[config.mk]
export PLATFORM = sky130hd
export DESIGN_NAME = packed_position_huffman_decoder
export DESIGN_NICKNAME = d
export VERILOG_FILES = /design/src/design/ppd_pkg.sv /design/src/design/packed_position_huffman_decoder.sv /design/src/design/ppd_fifo.sv /design/src/design/ppd_core.sv
export SDC_FILE = /design/constraint.sdc
export NUM_CORES = 1
export LEC_CHECK = 0
export ABC_AREA = 1
export CAP_MARGIN = 10
export CORE_ASPECT_RATIO = 0.6
export CORE_MARGIN = 2
export CORE_UTILIZATION = 65
export DETAILED_ROUTE_END_ITERATION = 7
export DONT_BUFFER_PORTS = 1
export PLACE_DENSITY_LB_ADDON = 0.1
export SYNTH_ARGS = -nofsm -noshare
export SYNTH_HDL_FRONTEND = slang
export SYNTH_SLANG_ARGS = --single-unit
[constraint.sdc]
create_clock -name clock -period 11.9 [get_ports clock]
set_input_delay 0.595 -clock clock [delete_from_list [all_inputs] [get_ports clock]]
set_output_delay 0.595 -clock clock [all_outputs]
set_load 0.005 [all_outputs]
[src/design/ppd_pkg.sv]
package ppd_pkg;

   localparam int RecordBits = 256;
   localparam int SquareCount = 81;
   localparam int HandSlots = 14;

   typedef enum logic [2:0] {
      KIND_TURN   = 3'd0,
      KIND_SQUARE = 3'd1,
      KIND_HAND   = 3'd2,
      KIND_STATUS = 3'd3,
      KIND_KBLACK = 3'd4,
      KIND_KWHITE = 3'd5
   } kind_type;

   typedef enum logic [6:0] {
      PH_TURN    = 7'b0000001,
      PH_KBLACK  = 7'b0000010,
      PH_KWHITE  = 7'b0000100,
      PH_CODE    = 7'b0001000,
      PH_PROMOTE = 7'b0010000,
      PH_COLOUR  = 7'b0100000,
      PH_DONE    = 7'b1000000
   } phase_type;

   typedef struct packed {
      logic [7:0] stream_byte;
      logic       record_start;
   } item_type;

   typedef struct packed {
      kind_type   kind;
      logic [6:0] position;
      logic [6:0] content;
      logic       last;
   } result_type;

   // piece type for a complete code, 4'hf while the code is still open
   function automatic logic [3:0] match_code(input logic [5:0] code, input logic [2:0] len);
      logic [3:0] t;
      t = 4'hf;
      if (len == 3'd1 && code == 6'h00) t = 4'd0;
      else if (len == 3'd2 && code == 6'h01) t = 4'd1;
      else if (len == 3'd4 && code == 6'h03) t = 4'd2;
      else if (len == 3'd4 && code == 6'h0b) t = 4'd3;
      else if (len == 3'd4 && code == 6'h07) t = 4'd4;
      else if (len == 3'd5 && code == 6'h0f) t = 4'd7;
      else if (len == 3'd6 && code == 6'h1f) t = 4'd5;
      else if (len == 3'd6 && code == 6'h3f) t = 4'd6;
      else if (len >= 3'd6) t = 4'd0;
      return t;
   endfunction

endpackage

[src/design/packed_position_huffman_decoder.sv]
// packed position record decoder
// req_ channel: one record byte per transaction, bits used lsb first;
//   req_tuser marks the first byte of a record and clears the decoder.
// rsp_ channel: one result per transaction (kind, position, content),
//   rsp_tlast set on the final result caused by a byte.
// a 2-entry queue sits between the byte intake and the bit decoder.
// the decoder loads a byte from the queue, then takes one record bit per cycle
// while rsp_ does not hold it back; after the last bit of a record it sends a
// held result, the 14 hand counts and the status result.
// each result waits in a hold register until the next result of the same
// byte settles or the byte ends.
// a byte whose bits settle nothing yields no transaction.
// bytes after a finished record without req_tuser are dropped silently.
// a stalled rsp_ side holds the result and hold registers and stops the
// decoder once both are full, while the queue keeps taking bytes until full.
// reset is synchronous, active high, and clears all state but the data registers.
module packed_position_huffman_decoder #(
   parameter int RecordBits = ppd_pkg::RecordBits
) (
   input  logic        clock,
   input  logic        reset,
   input  logic        req_tvalid,
   output logic        req_tready,
   input  logic [7:0]  req_tdata,   // stream_byte
   input  logic        req_tuser,   // record_start
   output logic        rsp_tvalid,
   input  logic        rsp_tready,
   output logic [23:0] rsp_tdata,   // kind[2:0], position[9:3], content[16:10], pad
   output logic        rsp_tlast
);
   ppd_pkg::item_type   qi, qo;
   logic                full, empty, pop;
   ppd_pkg::result_type res;

   assign qi = '{stream_byte: req_tdata, record_start: req_tuser};
   assign req_tready = !full;

   ppd_fifo #(.Depth(2)) u_fifo (
      .clock(clock), .reset(reset),
      .push(req_tvalid), .push_data(qi), .full(full),
      .pop(pop), .pop_data(qo), .empty(empty)
   );

   ppd_core #(.RecordBits(RecordBits)) u_core (
      .clock(clock), .reset(reset),
      .item_valid(!empty), .item(qo), .item_pop(pop),
      .res_valid(rsp_tvalid), .res(res), .res_ready(rsp_tready)
   );

   assign rsp_tdata = {7'd0, res.content, res.position, res.kind};
   assign rsp_tlast = res.last;
endmodule

[src/design/ppd_fifo.sv]
module ppd_fifo #(
   parameter int Depth = 2
) (
   input  logic                clock,
   input  logic                reset,
   input  logic                push,
   input  ppd_pkg::item_type   push_data,
   output logic                full,
   input  logic                pop,
   output ppd_pkg::item_type   pop_data,
   output logic                empty
);
   localparam int AW = (Depth > 1) ? $clog2(Depth) : 1;

   ppd_pkg::item_type mem_ff [Depth];
   logic [AW-1:0] wr_ff, wr_in, rd_ff, rd_in;
   logic [AW:0]   cnt_ff, cnt_in;

   assign full = (cnt_ff == (AW+1)'(Depth));
   assign empty = (cnt_ff == '0);
   assign pop_data = mem_ff[rd_ff];

   always_comb begin
      wr_in = wr_ff;
      rd_in = rd_ff;
      cnt_in = cnt_ff;
      if (push && !full) begin
         wr_in = (wr_ff == AW'(Depth-1)) ? '0 : wr_ff + 1'b1;
      end
      if (pop && !empty) begin
         rd_in = (rd_ff == AW'(Depth-1)) ? '0 : rd_ff + 1'b1;
      end
      if ((push && !full) && !(pop && !empty)) cnt_in = cnt_ff + 1'b1;
      else if (!(push && !full) && (pop && !empty)) cnt_in = cnt_ff - 1'b1;
   end

   always_ff @(posedge clock) begin
      if (reset) begin
         wr_ff <= '0;
         rd_ff <= '0;
         cnt_ff <= '0;
      end else begin
         wr_ff <= wr_in;
         rd_ff <= rd_in;
         cnt_ff <= cnt_in;
      end
      if (push && !full) mem_ff[wr_ff] <= push_data;
   end
endmodule

[src/design/ppd_core.sv]
module ppd_core #(
   parameter int RecordBits = ppd_pkg::RecordBits
) (
   input  logic                 clock,
   input  logic                 reset,
   input  logic                 item_valid,
   input  ppd_pkg::item_type    item,
   output logic                 item_pop,
   output logic                 res_valid,
   output ppd_pkg::result_type  res,
   input  logic                 res_ready
);
   localparam int BW = $clog2(RecordBits) + 1;

   typedef enum logic [3:0] {
      ST_IDLE = 4'b0001,
      ST_BITS = 4'b0010,
      ST_HAND = 4'b0100,
      ST_STAT = 4'b1000
   } st_type;

   st_type             st_ff, st_in;
   ppd_pkg::phase_type ph_ff, ph_in;
   logic [BW-1:0] bp_ff, bp_in;
   logic [7:0] byte_ff, byte_in;
   logic [2:0] bi_ff, bi_in;
   logic [5:0] cs_ff, cs_in;
   logic [2:0] cl_ff, cl_in;
   logic [4:0] pp_ff, pp_in;
   logic [6:0] sq_ff, sq_in;
   logic [6:0] kb_ff, kb_in;
   logic [6:0] kw_ff, kw_in;
   logic [3:0] hs_ff, hs_in;
   logic [6:0] hand_ff [ppd_pkg::HandSlots];
   logic       hinc;
   logic [3:0] hslot;
   logic       hclr;

   logic       ov_ff, ov_in;
   ppd_pkg::result_type o_ff, o_in;
   logic       hv_ff, hv_in;
   ppd_pkg::result_type hold_ff, hold_in;

   logic       b, rec_end, emit;
   ppd_pkg::result_type r;
   logic [3:0] t;
   logic [5:0] cs_new;
   logic [2:0] cl_new;
   logic [6:0] sq_next;
   logic       can_out, bit_go;

   // first square at or after s that holds no king
   function automatic logic [6:0] first_free(input logic [6:0] s, input logic [6:0] k0,
                                             input logic [6:0] k1);
      logic [6:0] n;
      n = s;
      for (int i = 0; i < 2; i++) begin
         if (n < 7'(ppd_pkg::SquareCount) && (n == k0 || n == k1)) n = n + 7'd1;
      end
      return n;
   endfunction

   assign res_valid = ov_ff;
   assign res = o_ff;
   assign can_out = !ov_ff || res_ready;
   assign bit_go = !hv_ff || can_out;
   assign b = byte_ff[bi_ff];
   assign cs_new = cs_ff | (6'(b) << cl_ff);
   assign cl_new = cl_ff + 3'd1;
   assign t = ppd_pkg::match_code(cs_new, cl_new);
   assign sq_next = first_free(sq_ff + 7'd1, kb_ff, kw_ff);

   always_comb begin
      st_in = st_ff; ph_in = ph_ff; bp_in = bp_ff; byte_in = byte_ff; bi_in = bi_ff;
      cs_in = cs_ff; cl_in = cl_ff; pp_in = pp_ff; sq_in = sq_ff; kb_in = kb_ff;
      kw_in = kw_ff; hs_in = hs_ff;
      ov_in = ov_ff && !res_ready; o_in = o_ff;
      hv_in = hv_ff; hold_in = hold_ff;
      item_pop = 1'b0; hinc = 1'b0; hslot = '0; hclr = 1'b0;
      emit = 1'b0; r = '{kind: ppd_pkg::KIND_TURN, position: '0, content: '0, last: 1'b0};
      rec_end = 1'b0;
      case (st_ff)
         ST_IDLE: begin
            if (hv_ff && can_out) begin
               // final result of the previous byte
               ov_in = 1'b1; o_in = hold_ff; o_in.last = 1'b1; hv_in = 1'b0;
            end
            if (item_valid && bit_go) begin
               item_pop = 1'b1;
               if (item.record_start) begin
                  ph_in = ppd_pkg::PH_TURN; bp_in = '0; cs_in = '0; cl_in = '0; pp_in = '0;
                  sq_in = '0; kb_in = '0; kw_in = '0; hclr = 1'b1;
                  st_in = ST_BITS;
               end else if (bp_ff < BW'(RecordBits)) begin
                  st_in = ST_BITS;
               end
               byte_in = item.stream_byte; bi_in = '0;
            end
         end
         ST_BITS: begin
            if (bit_go) begin
               case (ph_ff)
                  ppd_pkg::PH_TURN: begin
                     emit = 1'b1; r.kind = ppd_pkg::KIND_TURN; r.content = 7'(b);
                     ph_in = ppd_pkg::PH_KBLACK; cs_in = '0; cl_in = '0;
                  end
                  ppd_pkg::PH_KBLACK, ppd_pkg::PH_KWHITE: begin
                     cs_in = cs_new; cl_in = cl_new;
                     if (cl_ff == 3'd6) begin
                        cs_in = '0; cl_in = '0;
                        emit = 1'b1;
                        r.position = {b, cs_ff};
                        if (ph_ff == ppd_pkg::PH_KBLACK) begin
                           kb_in = {b, cs_ff}; r.kind = ppd_pkg::KIND_KBLACK; r.content = 7'd8;
                           ph_in = ppd_pkg::PH_KWHITE;
                        end else begin
                           kw_in = {b, cs_ff}; r.kind = ppd_pkg::KIND_KWHITE; r.content = 7'd24;
                           sq_in = first_free(7'd0, kb_ff, {b, cs_ff});
                           ph_in = ppd_pkg::PH_CODE;
                        end
                     end
                  end
                  ppd_pkg::PH_CODE: begin
                     cs_in = cs_new; cl_in = cl_new;
                     if (t != 4'hf) begin
                        cs_in = '0; cl_in = '0;
                        if (t == 4'd0) begin
                           if (sq_ff < 7'(ppd_pkg::SquareCount)) begin
                              emit = 1'b1; r.kind = ppd_pkg::KIND_SQUARE; r.position = sq_ff;
                              sq_in = sq_next;
                           end else ph_in = ppd_pkg::PH_DONE;
                        end else begin
                           pp_in = 5'(t);
                           ph_in = (t == 4'd7 || sq_ff >= 7'(ppd_pkg::SquareCount)) ?
                                   ppd_pkg::PH_COLOUR : ppd_pkg::PH_PROMOTE;
                        end
                     end
                  end
                  ppd_pkg::PH_PROMOTE: begin
                     if (b) pp_in = pp_ff + 5'd8;
                     ph_in = ppd_pkg::PH_COLOUR;
                  end
                  ppd_pkg::PH_COLOUR: begin
                     if (sq_ff < 7'(ppd_pkg::SquareCount)) begin
                        emit = 1'b1; r.kind = ppd_pkg::KIND_SQUARE; r.position = sq_ff;
                        r.content = 7'(pp_ff) + (b ? 7'd16 : 7'd0);
                        sq_in = sq_next;
                     end else begin
                        hslot = (b ? 4'd7 : 4'd0) + {1'b0, 3'(pp_ff - 5'd1)};
                        hinc = 1'b1;
                     end
                     pp_in = '0; ph_in = ppd_pkg::PH_CODE;
                  end
                  default: ;
               endcase
               bp_in = bp_ff + BW'(1);
               bi_in = bi_ff + 3'd1;
               rec_end = (bp_ff == BW'(RecordBits - 1));
               if (rec_end) begin
                  st_in = ST_HAND; hs_in = '0;
               end else if (bi_ff == 3'd7) begin
                  st_in = ST_IDLE;
               end
               if (emit) begin
                  if (hv_ff) begin
                     ov_in = 1'b1; o_in = hold_ff;
                  end
                  hv_in = 1'b1; hold_in = r;
               end
            end
         end
         ST_HAND: begin
            if (can_out) begin
               ov_in = 1'b1;
               if (hv_ff) begin
                  o_in = hold_ff; hv_in = 1'b0;
               end else begin
                  o_in = '{kind: ppd_pkg::KIND_HAND, position: 7'(hs_ff),
                           content: hand_ff[hs_ff], last: 1'b0};
                  hs_in = hs_ff + 4'd1;
                  if (hs_ff == 4'(ppd_pkg::HandSlots - 1)) st_in = ST_STAT;
               end
            end
         end
         ST_STAT: begin
            if (can_out) begin
               ov_in = 1'b1;
               o_in = '{kind: ppd_pkg::KIND_STATUS, position: sq_ff,
                        content: (sq_ff >= 7'(ppd_pkg::SquareCount)) ? 7'd1 : 7'd0,
                        last: 1'b1};
               st_in = ST_IDLE;
            end
         end
         default: st_in = ST_IDLE;
      endcase
   end

   always_ff @(posedge clock) begin
      if (reset) begin
         st_ff <= ST_IDLE; ph_ff <= ppd_pkg::PH_TURN; bp_ff <= '0; ov_ff <= 1'b0;
         cs_ff <= '0; cl_ff <= '0; pp_ff <= '0; sq_ff <= '0; kb_ff <= '0; kw_ff <= '0;
         hv_ff <= 1'b0; hs_ff <= '0;
         for (int i = 0; i < ppd_pkg::HandSlots; i++) hand_ff[i] <= '0;
      end else begin
         st_ff <= st_in; ph_ff <= ph_in; bp_ff <= bp_in; ov_ff <= ov_in;
         cs_ff <= cs_in; cl_ff <= cl_in; pp_ff <= pp_in; sq_ff <= sq_in; kb_ff <= kb_in;
         kw_ff <= kw_in; hv_ff <= hv_in; hs_ff <= hs_in;
         if (hclr) begin
            for (int i = 0; i < ppd_pkg::HandSlots; i++) hand_ff[i] <= '0;
         end else if (hinc && hslot < 4'(ppd_pkg::HandSlots) && hand_ff[hslot] != 7'd127) begin
            hand_ff[hslot] <= hand_ff[hslot] + 7'd1;
         end
      end
      byte_ff <= byte_in; bi_ff <= bi_in;
      o_ff <= o_in;
      hold_ff <= hold_in;
   end
endmodule

== After elaboration in Yosys (flattened, before gate mapping) ==
Memory sizes are Yosys's and may differ from the RTL's. A register that Yosys moved wholly into a read port is not among the register bits.
Cells that the tools add are included.

* Logic and storage cells: 377
* Output and inout port bits: 27
* Register bits: 111
* Input bits: 13
* Memory bits (writable): 116
* Memories kept: 2

* Equal/unequal tests: 64
* Bitwise operators: 15
* Shifts and indexed selects: 1
* Reduce and logical (&&, ||, !) cells: 61
* Add/sub/neg operators: 17
* $lt $le $gt $ge: 9
* Mux-type cells: 184

{| class="wikitable"
|+ Memories
! memory !! words !! bits a word !! read ports !! clocked after memory_dff !! wr ports !! RTL line !! text
|-
| u_core.hand_ff || 14 || 7 || 2 || 1 || 14 || ppd_core.sv:34 || <nowiki>logic [6:0] hand_ff [ppd_pkg::HandSlots];</nowiki>
|-
| u_fifo.mem_ff || 2 || 9 || 1 || 1 || 1 || ppd_fifo.sv:15 || <nowiki>ppd_pkg::item_type mem_ff [Depth];</nowiki>
|}

{| class="wikitable"
|+ Operator list
! cell !! count
|-
| $mux W7 || 46
|-
| $mux W18 || 7
|-
| $mux W4 || 31
|-
| $pmux W18 S4 || 1
|-
| $pmux W7 S3 || 3
|-
| $pmux W7 S2 || 4
|-
| $mux W1 || 44
|-
| $eq A7 B7 Y1 || 6
|-
| $mux W5 || 8
|-
| $mux W6 || 6
|-
| $add A7 B1 Y7 const B || 5
|-
| $pmux W7 S5 || 1
|-
| $lt A7 B7 Y1 const B || 4
|-
| $mux W9 || 3
|-
| $mux W3 || 8
|-
| $reduce_and A8 Y1 || 3
|-
| $ne A2 B1 Y1 const B || 11
|-
| $reduce_and A7 Y1 || 3
|-
| $logic_and A1 B1 Y1 || 20
|-
| $mux W10 || 2
|-
| $ne A4 B4 Y1 const B || 5
|-
| $pmux W3 S3 || 2
|-
| $pmux W6 S3 || 1
|-
| $pmux W9 S2 || 1
|-
| other kinds (74) || 126
|}

== Logic depth before layout (Yosys ltp) ==
Gate-level depths: netlist of run 1.

* Depth after elaboration: 23
* Mapped depth: 27

== Hierarchy ==
From an unflattened synthesis of run 1, not the netlist that was laid out.

* Cells, all modules: 1728
* Area, all modules: 13864.5 µm²

{| class="wikitable"
|+ By module, submodules not included
! module !! cells an instance !! sequential area each (µm²) !! instances !! area each (µm²)
|-
| ppd_core || 1653 || 5985.7 || 1 || 12901.1
|-
| ppd_fifo || 65 || 640.6 || 1 || 899.6
|-
| packed_position_huffman_decoder || 10 || 0.0 || 1 || 63.8
|}

== Worst setup path before layout of run 1 ==
No wires, ideal clock.

* Path type: register to register
* Start point: register u_core.bi_ff[0]
* End point: memory u_core.hand_ff[0][0], enable pin
* Cell stages (with the launch flop): 24
* Period minus slack after synthesis: 4.517 ns
* Path buffers: 2
* Arrival time: 4.223 ns
* Path slack: 7.383 ns
* Data required time: 11.606 ns
* Path through: edfxtp_1 > inv_1 > nand2_1 > nand3_1 > nand2_1 > nand2_1 > nand2_1 > ha_1 > fa_1 > xor2_1 > inv_1 > nor3_4 > o21ai_1 > nand2_1 > nor2_2 > inv_2 > clkbuf_1 > ha_1 > o21ai_2 > nor2_4 > nand2_4 > buf_12 > nand4_4 > nand2_1

{| class="wikitable"
|+ RTL lines
! what !! RTL line !! text
|-
| start, declared || ppd_core.sv:26 || <nowiki>logic [2:0] bi_ff, bi_in;</nowiki>
|-
| start signal, assigned || ppd_core.sv:214 || <nowiki>byte_ff <= byte_in; bi_ff <= bi_in;</nowiki>
|-
| end, declared || ppd_core.sv:34 ||
|}

==> results.sh, run 1 <==
export IMPL_status="finished clean"
export IMPL_synth_edf_count=174
export IMPL_synth_compound_area_share_pct=13.1
export IMPL_drv_slew=0
export IMPL_cts_root_buf="clkbuf_16"
export IMPL_yosysUniqueCellTypes=55
export IMPL_synth_top_area_share_pct=38.5
export IMPL_yosys_mux_area_fraction_pct=0.737
export IMPL_cp_arrival_ps=6240
export IMPL_cts_buffers=23
export IMPL_via_count=11900
export IMPL_synth_seq_area_share_pct=48.8
export IMPL_cts_tree="yes"
export IMPL_fin_hold_ws_ps=128
export IMPL_grt_usage_pct=35.0
export IMPL_worstSkewPairLatency_ps=540
export IMPL_cts_resized=0
export IMPL_crit_type="reg2reg"
export IMPL_synth_warnings=0
export IMPL_dpl_hpwl_um=27500
export IMPL_cts_clk_slew_worst_paths_ps=60
export IMPL_reg2reg_slack_ps=5870
export IMPL_crit_path_end_kind="flip-flop"
export IMPL_ant_nets=0
export IMPL_drc_errors=0
export IMPL_crit_path_start_kind="flip-flop"
export IMPL_crit_end="u_core.hand_ff[13][6]$_SDFFCE_PN0P_"
export IMPL_synth_xor_area_share_pct=1.99
export IMPL_io_buffers=0
export IMPL_pwr_density_cell_nw_per_um2=251
export IMPL_post_cts_setup_buffers=0
export IMPL_setup_viol=0
export IMPL_worstMarginPinSlew_ps=1080
export IMPL_max_slew_margin_pct=27.5
export IMPL_finalHoldViolCount=0
export IMPL_period_needed_ps=6030
export IMPL_wl_met1_um=16700
export IMPL_avgViaCountPerCell=6.21
export IMPL_synth_top_family_by_area="simple AND/OR/NAND/NOR gates"
export IMPL_ys_flop_type="edfxtp_1"
export IMPL_core_area_um2=20300
export IMPL_drv_cap=0
export IMPL_routed_wl_um=38200
export IMPL_synth_seq_cells=244
export IMPL_drt_iter0_drc=1738
export IMPL_dr_pass1_iters=6
export IMPL_ios=40
export IMPL_start_util_pct=67.0
export IMPL_min_delay_path_class="in2reg"
export IMPL_wl_per_cell_um=20.0
export IMPL_gr_total_overflow=0
export IMPL_highest_layer="met4"
export IMPL_drive_gt1_share_pct=7.13
export IMPL_finalNetCount=1661
export IMPL_netlist_area_um2=13600
export IMPL_postCtsHoldBufs=0
export IMPL_reg2reg_depth=23
export IMPL_synth_area_leaders="edfxtp_1 (38%), dfxtp_1 (10%), nand2_1 (8.2%)"
export IMPL_met3_length_um=6190
export IMPL_grt_pass1_vias=10700
export IMPL_finClkSkew_ps=28.0
export IMPL_power_leakage_nw=5.79
export IMPL_clockBufferDepth=3
export IMPL_num_rows=40
export IMPL_wl_met2_um=14700
export IMPL_grt_pass1_wl_um=59100
export IMPL_crit_required_ps=12110
export IMPL_rsz0062_at_grt="no"
export IMPL_r2r_start="u_core.bi_ff[0]$_SDFFCE_PN0P_"
export IMPL_grt_max_degree=56
export IMPL_critPathLaunch="u_core.bi_ff[0]$_SDFFCE_PN0P_"
export IMPL_area_growth_pct=6.56
export IMPL_fin_util_pct=71.4
export IMPL_synth_cells=1632
export IMPL_synth_simple_gate_area_share_pct=25.3
export IMPL_synthAdderAreaFrac_pct=2.27
export IMPL_fp_dieH_um=116
export IMPL_gp_congestion=0.992
export IMPL_fmax_mhz=166
export IMPL_critPathMaxFanout=26
export IMPL_post_route_period_util_pct=50.7
export IMPL_fp_dieW_um=191
export IMPL_tns_ps=0
export IMPL_ys_async_sr_fraction_pct=0
export IMPL_irDropWorstVdd_v=0.000202
export IMPL_htree_num_levels=1
export IMPL_worstReg2RegEnd="u_core.hand_ff[13][6]$_SDFFCE_PN0P_"
export IMPL_clkSinkCount=244
export IMPL_yosysTopAreaCell="edfxtp_1"
export IMPL_synth_area_per_cell_um2=8.32
export IMPL_antenna_found_initial=1
export IMPL_dieArea_um2=22100
## layout by cell type (no fill, tap or decap), types with 27 or more instances in the layout
cell,Yosys,final
nand2_1,296,296
nor2_1,267,266
inv_1,172,174
edfxtp_1,174,174
o21ai_0,136,135
nand3_1,88,88
a21oi_1,83,83
dfxtp_1,70,70
nor3_1,27,27
## kinds of logic (layout without fill, tap and decap cells)
logic type | count (synthesis) | after routing
AOI/OAI and AO/OA | 312 | 312
xor gates and xnor gates | 30 | 30
buffers and inverters | 253 | 242
muxes | 9 | 9
and+or+nand+nor | 759 | 759
adders and majority gates | 24 | 24
other | 1 | 22
DFF | 244 | 244
## where the power goes
| group | leakage [nW] | switching (W) | internal, W | total, W |
|---|---|---|---|---|
| sequential | 2.35 | 0.000184 | 0.00124 | 0.00142 |
| clock | 0.371 | 0.000322 | 0.000399 | 0.000720 |
| combinational | 3.07 | 0.00108 | 0.000407 | 0.00149 |
| total | 5.79 | 0.00159 | 0.00204 | 0.00363 |
## synthesized netlist by cell type, types with 3 or more instances
| cell | count |
|---|---|
| nor2_1 | 267 |
| a221oi_1 | 3 |
| ha_1 | 23 |
| xor2_1 | 23 |
| nor4_1 | 6 |
| nand3_1 | 88 |
| buf_6 | 6 |
| nor2_2 | 6 |
| nand4_4 | 10 |
| o22ai_1 | 26 |
| nand3_2 | 5 |
| inv_1 | 172 |
| o21ai_1 | 7 |
| o21ai_2 | 4 |
| o221ai_1 | 8 |
| nand3b_1 | 5 |
| o21a_1 | 7 |
| nand2_1 | 296 |
| nand2_2 | 5 |
| nand4_1 | 26 |
| nor3_1 | 27 |
| buf_2 | 3 |
| inv_2 | 15 |
| edfxtp_1 | 174 |
| nand2_4 | 4 |
| o21ai_0 | 136 |
| buf_4 | 13 |
| or2_2 | 6 |
| clkinv_1 | 4 |
| dfxtp_1 | 70 |
| a22oi_1 | 14 |
| clkbuf_1 | 38 |
| mux2_2 | 8 |
| a211oi_1 | 9 |
| a21oi_1 | 83 |
| o211ai_1 | 5 |
| xnor2_1 | 6 |
## critical path, stage by stage, from the launching register on
cell	delay, ps
edfxtp_1	490
inv_1	170
nand2_1	80
nand3_1	70
nand2_1	70
nand2_1	60
nand2_1	390
ha_1	430
fa_1	680
nand2_1	110
nand2_2	170
inv_2	290
a22oi_1	250
inv_1	60
o21ai_1	210
o21ai_1	140
nor2_2	200
inv_2	240
ha_1	300
o21ai_2	100
nor2_4	80
nand2_4	330
nand4_1	390
nand2_1	380
## through the flow
stage / power [W] / instances / cell area [µm²] / setup WS [ps]
2_1_floorplan: 0.00242 / 1652 / 13700 / 7380
3_3_place_gp: 0.00282 / 1872 / 13700 / 6440
3_5_place_dp: 0.00285 / 1872 / 13700 / 6090
4_1_cts: 0.00357 / 1914 / 14500 / 6070
5_1_grt: 0.00385 / 1914 / 14500 / 5490
6_report: 0.00363 / 1915 / 14500 / 5870
## sequential cells by signal (all words and copies together) (netlist names), 3 cells and up, named ones only
register	cells
u_core.bi_ff	3
u_core.ph_ff	7
u_core.kb_ff	7
u_fifo.mem_ff	18
u_core.res	18
u_core.sq_ff	7
u_core.cs_ff	6
u_core.st_ff	4
u_core.pp_ff	5
u_core.hold_ff	15
u_core.kw_ff	7
u_core.bp_ff	9
u_core.hand_ff	112
u_core.byte_ff	8
u_core.hs_ff	4
u_core.cl_ff	3
## metal layers
| metal | GRT usage (%) | up-vias |
|---|---|---|
| met5 | 0 | - |
| met4 | 6.98 | 0 |
| met3 | 13.4 | 78 |
| met2 | 46.7 | 756 |
| met1 | 53.6 | 5553 |
| li1 | - | 5497 |
## cell type report
cell class / instances / area [µm²]
Antenna cell: 1 / 2.50
Clock buffer: 35 / 681
Clock inverter: 7 / 55.1
Fill cell: 1606 / 5790
Inverter: 191 / 717
Multi-Input combinational cell: 1155 / 5990
Sequential cell: 244 / 6630
Tap cell: 273 / 342
Timing Repair Buffer: 9 / 67.6
## worst min path at each step
| stage | cells after the start | slack [ps] | end | start |
|---|---|---|---|---|
| final | 1 | 130 | u_core.st_ff[3]$_SDFFE_PP0P_ | reset |
| after global routing | 1 | 120 | u_core.st_ff[2]$_SDFFE_PP0P_ | reset |
| after CTS | 1 | 120 | u_core.st_ff[3]$_SDFFE_PP0P_ | reset |
| after detailed placement | 2 | 450 | u_core.pp_ff[0]$_SDFFE_PP0P_ | u_core.pp_ff[0]$_SDFFE_PP0P_ |
| after global placement | 2 | 450 | u_core.pp_ff[0]$_SDFFE_PP0P_ | u_core.pp_ff[0]$_SDFFE_PP0P_ |
| after floorplan | 2 | 440 | u_core.pp_ff[0]$_SDFFE_PP0P_ | u_core.pp_ff[0]$_SDFFE_PP0P_ |
No activity file was read; power rests on OpenSTA's default activity.
==> inputs of run 2 (changes only) <==
--- a/config.mk
+++ b/config.mk
@@ -9,7 +9,7 @@
 export CAP_MARGIN = 10
 export CORE_ASPECT_RATIO = 0.6
 export CORE_MARGIN = 2
-export CORE_UTILIZATION = 65
+export CORE_UTILIZATION = 58
 export DETAILED_ROUTE_END_ITERATION = 7
 export DONT_BUFFER_PORTS = 1
 export PLACE_DENSITY_LB_ADDON = 0.1
==> constraint.sdc (replaced) <==
create_clock -name clock -period 5.49 [get_ports clock]
set_input_delay 0.2745 -clock clock [delete_from_list [all_inputs] [get_ports clock]]
set_output_delay 0.2745 -clock clock [all_outputs]
set_load 0.005 [all_outputs]
==> results.sh, run 2 (synthesized netlist as in run 1, its figures left out) <==
export IMPL_via_count=11900
export IMPL_fp_dieW_um=202
export IMPL_cpMostUsedCell="nand2_1"
export IMPL_wl_met1_um=18700
export IMPL_routed_wl_um=40000
export IMPL_regMostFlops="u_core.hand_ff"
export IMPL_tns_ps=0
export IMPL_num_rows=43
export IMPL_rsz0062_at_grt="no"
export IMPL_p_int_w=0.00459
export IMPL_crit_path_start_kind="flip-flop"
export IMPL_cts_buffers=24
export IMPL_critPathMaxFanout=26
export IMPL_period_needed_ps=5070
export IMPL_drv_slew=0
export IMPL_antenna_found_initial=1
export IMPL_dpl_cell_count=1925
export IMPL_p_seq_share_pct=38.0
export IMPL_status="finished clean"
export IMPL_slowest_delay_ps=680
export IMPL_worstMarginPinSlew_ps=1160
export IMPL_final_common_cell="nand2_1"
export IMPL_p_sw_share_pct=43.4
export IMPL_n_fill_cell=2006
export IMPL_cts_root_buf="clkbuf_16"
export IMPL_fp_dieH_um=123
export IMPL_crit_path_end_kind="flip-flop"
export IMPL_largest_reg_flops=112
export IMPL_cts_clk_slew_worst_paths_ps=70
export IMPL_diodes=0
export IMPL_htree_num_levels=1
export IMPL_place_worst_setup_slack_ps=339
export IMPL_drv_cap=0
export IMPL_finClkSkew_ps=8.94
export IMPL_post_route_period_util_pct=92.4
export IMPL_comb_power_share_pct=40.8
export IMPL_avgViaCountPerCell=5.99
export IMPL_setup_viol=0
export IMPL_ios=40
export IMPL_highest_layer="met4"
export IMPL_fin_hold_ws_ps=19.6
export IMPL_pwr_density_cell_nw_per_um2=545
export IMPL_clockBufferDepth=3
export IMPL_worstSkewPairLatency_ps=540
export IMPL_ant_nets=0
export IMPL_min_delay_path_class="in2reg"
export IMPL_dr_pass1_iters=8
export IMPL_power_leakage_nw=5.95
export IMPL_core_area_um2=23000
export IMPL_area_growth_pct=9.52
export IMPL_grt_pass1_wl_um=61700
export IMPL_crit_required_ps=5690
export IMPL_p_clk_share_pct=21.2
export IMPL_cts_tree="yes"
export IMPL_cpLargestDelayFamily="simple AND/OR/NAND/NOR gates"
export IMPL_max_slew_margin_pct=21.8
export IMPL_clkSinkCount=244
export IMPL_fin_cells=1985
export IMPL_drc_errors=0
export IMPL_power_switching_w=0.00352
export IMPL_worstPathCellList="inv_1, nand2_1, nand3_1, nand2_1, nand2_1, nand2_1, ha_1, fa_1, nand2_1, nand2_2, inv_2, a22oi_1, inv_1, o21ai_1, o21ai_1, nor2_2, inv_2, ha_1, o21ai_2, nor2_4, nand2_4, nand4_4, nand2_1"
export IMPL_irDropWorstVdd_v=0.000394
export IMPL_grt_max_degree=56
export IMPL_finalNetCount=1689
export IMPL_wl_met2_um=14100
export IMPL_gp_congestion=0.990
export IMPL_gr_total_overflow=0
export IMPL_drt_iter0_drc=1655
export IMPL_dieArea_um2=24700
export IMPL_grt_usage_pct=32.9
export IMPL_drive_gt1_share_pct=8.68
export IMPL_grt_pass1_vias=10600
export IMPL_dpl_hpwl_um=29200
export IMPL_fmax_mhz=197
export IMPL_crit_buf_inv=4
export IMPL_wl_per_cell_um=20.2
export IMPL_cp_arrival_ps=5270
export IMPL_setup_ws_ps=420
export IMPL_fin_util_pct=64.6
export IMPL_met3_length_um=6670
export IMPL_finalHoldViolCount=0
export IMPL_start_util_pct=59.0
export IMPL_layout_common_cells="nand2_1 (292), nor2_1 (266), edfxtp_1 (174)"
export IMPL_crit_type="reg2reg"
export IMPL_cp_slowest_cell="fa_1"
export IMPL_io_buffers=0
## run 2: cell types whose count changed in the layout (fill, tap and decap cells not counted), moves of 2 or more
cell	before	now
clkinvlp_4	0	2
nand2_1	296	292
clkbuf_1	6	3
nand2_2	5	9
clkbuf_16	23	26
dlygate4sd3_1	0	9
inv_1	174	172
buf_4	9	25
## run 2: cell type report
type                            count  area, µm²  share of cell area (%)
Sequential cell                   244       6630                    44.5
Multi-Input combinational cell   1155       6000                    40.3
Clock buffer                       34        731                    4.91
Inverter                          191        717                    4.82
Tap cell                          315        394                    2.65
Timing Repair Buffer               36        325                    2.19
Clock inverter                     10       90.1                   0.605
## run 2: worst register-to-register path: cells and delay by family, from the launching register on
kind,cells,cell delay [ps]
AND/OR/NAND/NOR,12,1920
adder cells (fa/ha/maj),3,1210
AO/OA/AOI/OAI,4,580
buffers and inverters,4,560
flip-flops,1,490
## run 2: through the flow
step / power [W] / area (µm²)
after floorplan: 0.00524 / 13700
after global placement: 0.00622 / 13900
after detailed placement: 0.00627 / 13900
after CTS: 0.00800 / 14800
after global routing: 0.00861 / 14900
final: 0.00811 / 14900
## run 2: power by group through the flow
stage          Combinational (W)  Clock [W]  Sequential, W
3_5_place_dp             0.00318          0        0.00309
6_report                 0.00331    0.00172        0.00308
5_1_grt                  0.00367    0.00180        0.00313
3_3_place_gp             0.00313          0        0.00309
2_1_floorplan            0.00234          0        0.00291
4_1_cts                  0.00321    0.00173        0.00306
## run 2: worst paths after layout
check	startpoint	end	slack [ps]	cells after the start
worst min-delay path	reset	u_core.sq_ff[4]$_SDFFE_PP0P_	20	2
worst min register to register	u_core.pp_ff[0]$_SDFFE_PP0P_	u_core.pp_ff[0]$_SDFFE_PP0P_	480	2
worst max register to register	u_core.bi_ff[0]$_SDFFCE_PN0P_	u_core.hand_ff[8][6]$_SDFFCE_PN0P_	420	23
worst max-delay path	u_core.bi_ff[0]$_SDFFCE_PN0P_	u_core.hand_ff[8][6]$_SDFFCE_PN0P_	420	23
## run 2: repair_timing
item	4_1_cts	5_1_grt
hold buffers	10	0
buffers inserted	0	5
resized for setup	0	4
setup endpoints to repair	0	28
hold endpoints to repair	47	0
## run 2: metal layers
metal	vias to the layer above	GRT usage, %
met5	-	0
met4	0	5.88
met3	62	13.4
met2	751	39.9
met1	5538	53.2
li1	5548	-
==> inputs of run 3 (changes only) <==
--- a/config.mk
+++ b/config.mk
@@ -5,7 +5,6 @@
 export SDC_FILE = /design/constraint.sdc
 export NUM_CORES = 1
 export LEC_CHECK = 0
-export ABC_AREA = 1
 export CAP_MARGIN = 10
 export CORE_ASPECT_RATIO = 0.6
 export CORE_MARGIN = 2
==> results.sh, run 3 <==
export IMPL_status="finished clean"
export IMPL_synth_seq_area_share_pct=46.9
export IMPL_cts_tree="yes"
export IMPL_diodes=0
export IMPL_power_leakage_nw=5.31
export IMPL_critPathLaunch="u_core.bi_ff[1]$_SDFFCE_PN0P_"
export IMPL_synth_warnings=0
export IMPL_pwr_density_cell_nw_per_um2=487
export IMPL_clkSinkCount=244
export IMPL_grt_max_degree=49
export IMPL_yosysUniqueCellTypes=87
export IMPL_crit_required_ps=5680
export IMPL_post_route_period_util_pct=93.7
export IMPL_clockBufferDepth=3
export IMPL_routed_wl_um=42600
export IMPL_grt_pass1_wl_um=64000
export IMPL_dpl_cell_area_um2=14600
export IMPL_max_slew_margin_pct=22.4
export IMPL_wl_per_cell_um=25.0
export IMPL_worstMarginPinSlew_ps=1160
export IMPL_ant_nets=0
export IMPL_min_delay_start="reset"
export IMPL_drive_gt1_share_pct=13.8
export IMPL_synth_cells=1369
export IMPL_via_count=11400
export IMPL_drv_slew=0
export IMPL_period_needed_ps=5140
export IMPL_min_delay_path_class="in2reg"
export IMPL_synth_top_area_share_pct=37.0
export IMPL_critPathMaxFanout=19
export IMPL_dieArea_um2=25700
export IMPL_ios=40
export IMPL_seqCellArea_um2=6630
export IMPL_crit_type="reg2reg"
export IMPL_start_util_pct=58.7
export IMPL_dpl_hpwl_um=31600
export IMPL_fp_dieH_um=125
export IMPL_grt_usage_pct=33.6
export IMPL_cts_root_buf="clkbuf_16"
export IMPL_cts_resized=0
export IMPL_drc_errors=0
export IMPL_ys_async_sr_fraction_pct=0
export IMPL_multiInputGateArea_um2=6970
export IMPL_rsz0062_at_grt="no"
export IMPL_n_fill_cell=1915
export IMPL_cts_buffers=23
export IMPL_cts_clk_slew_worst_paths_ps=60
export IMPL_core_area_um2=24100
export IMPL_irDropWorstVdd_v=0.000314
export IMPL_synth_area_per_cell_um2=10.3
export IMPL_htree_num_levels=1
export IMPL_yosysTopAreaCell="edfxtp_1"
export IMPL_final_area_um2=15500
export IMPL_crit_path_end_kind="flip-flop"
export IMPL_fmax_mhz=194
export IMPL_synth_edf_count=174
export IMPL_largest_reg_flops=112
export IMPL_finClkSkew_ps=18.8
export IMPL_regMostFlops="u_core.hand_ff"
export IMPL_cp_arrival_ps=5340
export IMPL_gr_total_overflow=0
export IMPL_dr_pass1_iters=7
export IMPL_grt_pass1_vias=10300
export IMPL_ys_flop_type="edfxtp_1"
export IMPL_drt_iter0_drc=1664
export IMPL_tns_ps=0
export IMPL_gp_congestion=0.990
export IMPL_drv_cap=0
export IMPL_finalNetCount=1403
export IMPL_finalHoldViolCount=0
export IMPL_r2r_start="u_core.bi_ff[1]$_SDFFCE_PN0P_"
export IMPL_synth_area_leaders="edfxtp_1 (37%), dfxtp_1 (9.9%), mux4_2 (6.7%)"
export IMPL_fp_dieW_um=205
export IMPL_antenna_found_initial=2
export IMPL_synth_seq_cells=244
export IMPL_layout_common_cells="edfxtp_1 (174), nor2_1 (159), nand2_1 (91)"
export IMPL_netlist_area_um2=14100
export IMPL_worstSkewPairLatency_ps=530
export IMPL_avgViaCountPerCell=6.71
export IMPL_crit_path_start_kind="flip-flop"
export IMPL_io_buffers=0
export IMPL_final_common_cell="edfxtp_1"
export IMPL_area_growth_pct=9.57
export IMPL_setup_viol=0
export IMPL_yosys_top_cells_count="edfxtp_1 (174), nor2_1 (160), nand2_1 (91)"
export IMPL_yosysMostFrequentCell="edfxtp_1"
export IMPL_num_rows=44
[run 3: logic make-up after synthesis]
kind of cell               Yosys count  synth area share [%]
AOI/OAI and AO/OA                  263                  12.7
buffers and inverters              165                  5.00
and+or+nand+nor                    529                  19.3
DFF                                244                  46.9
xor gates and xnor gates            62                  4.29
adders and majority gates           24                  2.18
other                                1                0.0266
muxes                               81                  9.59
[run 3: power by group]
part	switching (W)	internal, W	total, W
sequential	0.000292	0.00233	0.00263
clock	0.000694	0.000865	0.00156
combinational	0.00216	0.00119	0.00335
[run 3: worst paths after layout]
path / end / slack [ps] / cells after the start
min reg2reg: u_core.ph_ff[6]$_SDFFE_PP0P_ / 500 / 2
min: u_core.cs_ff[3]$_SDFFE_PP0P_ / 30 / 2
max: u_core.hand_ff[0][3]$_SDFFCE_PN0P_ / 350 / 13
max reg2reg: u_core.hand_ff[0][3]$_SDFFCE_PN0P_ / 350 / 13
[run 3: metal layers]
metal	vias to the layer above	routed length [µm]	global-route usage [%]
met5	-	119	4.17
met1	5485	19600	55.9
met2	758	15200	39.1
li1	5120	-	-
met4	2	460	3.94
met3	47	7270	15.0
[run 3: final cells by class]
cell class	instances	area share, %
clock buffers	27	3.82
inverters	47	1.14
multi-input cells	980	45.0
flip-flops and latches	244	42.8
repair buffers	70	3.82
clock inverters	12	0.768
well taps	322	2.60
[run 3: metrics by stage]
stage / cells / setup WS, ps / util, % / power (W) / hold WS, ps
6_report: 1702 / 346 / 64.3 / 0.00754 / 27.1
5_1_grt: 1702 / 102 / 64.3 / 0.00786 / 15.8
4_1_cts: 1702 / 436 / 64.3 / 0.00741 / 3.76
3_5_place_dp: 1651 / 449 / 60.8 / 0.00583 / 356
3_3_place_gp: 1651 / 637 / 60.8 / 0.00581 / 356
2_1_floorplan: 1389 / 44.0 / - / 0.00475 / 373
[run 3: timing repair]
| item | 4_1_cts | 5_1_grt |
|---|---|---|
| endpoints found under the hold margin | 69 | 0 |
| buffers inserted | 0 | 0 |
| hold buffers | 12 | 0 |
| endpoints found under the setup margin | 0 | 0 |
[run 3: critical path: stages, from the launching register on]
cell	delay [ps]
edfxtp_1	490
mux2i_1	310
a22oi_1	170
nand2_1	180
inv_1	160
ha_2	230
fa_2	700
buf_4	320
mux4_2	540
and2_1	200
o311ai_2	440
nor2_4	120
or4_4	630
nand2_1	300
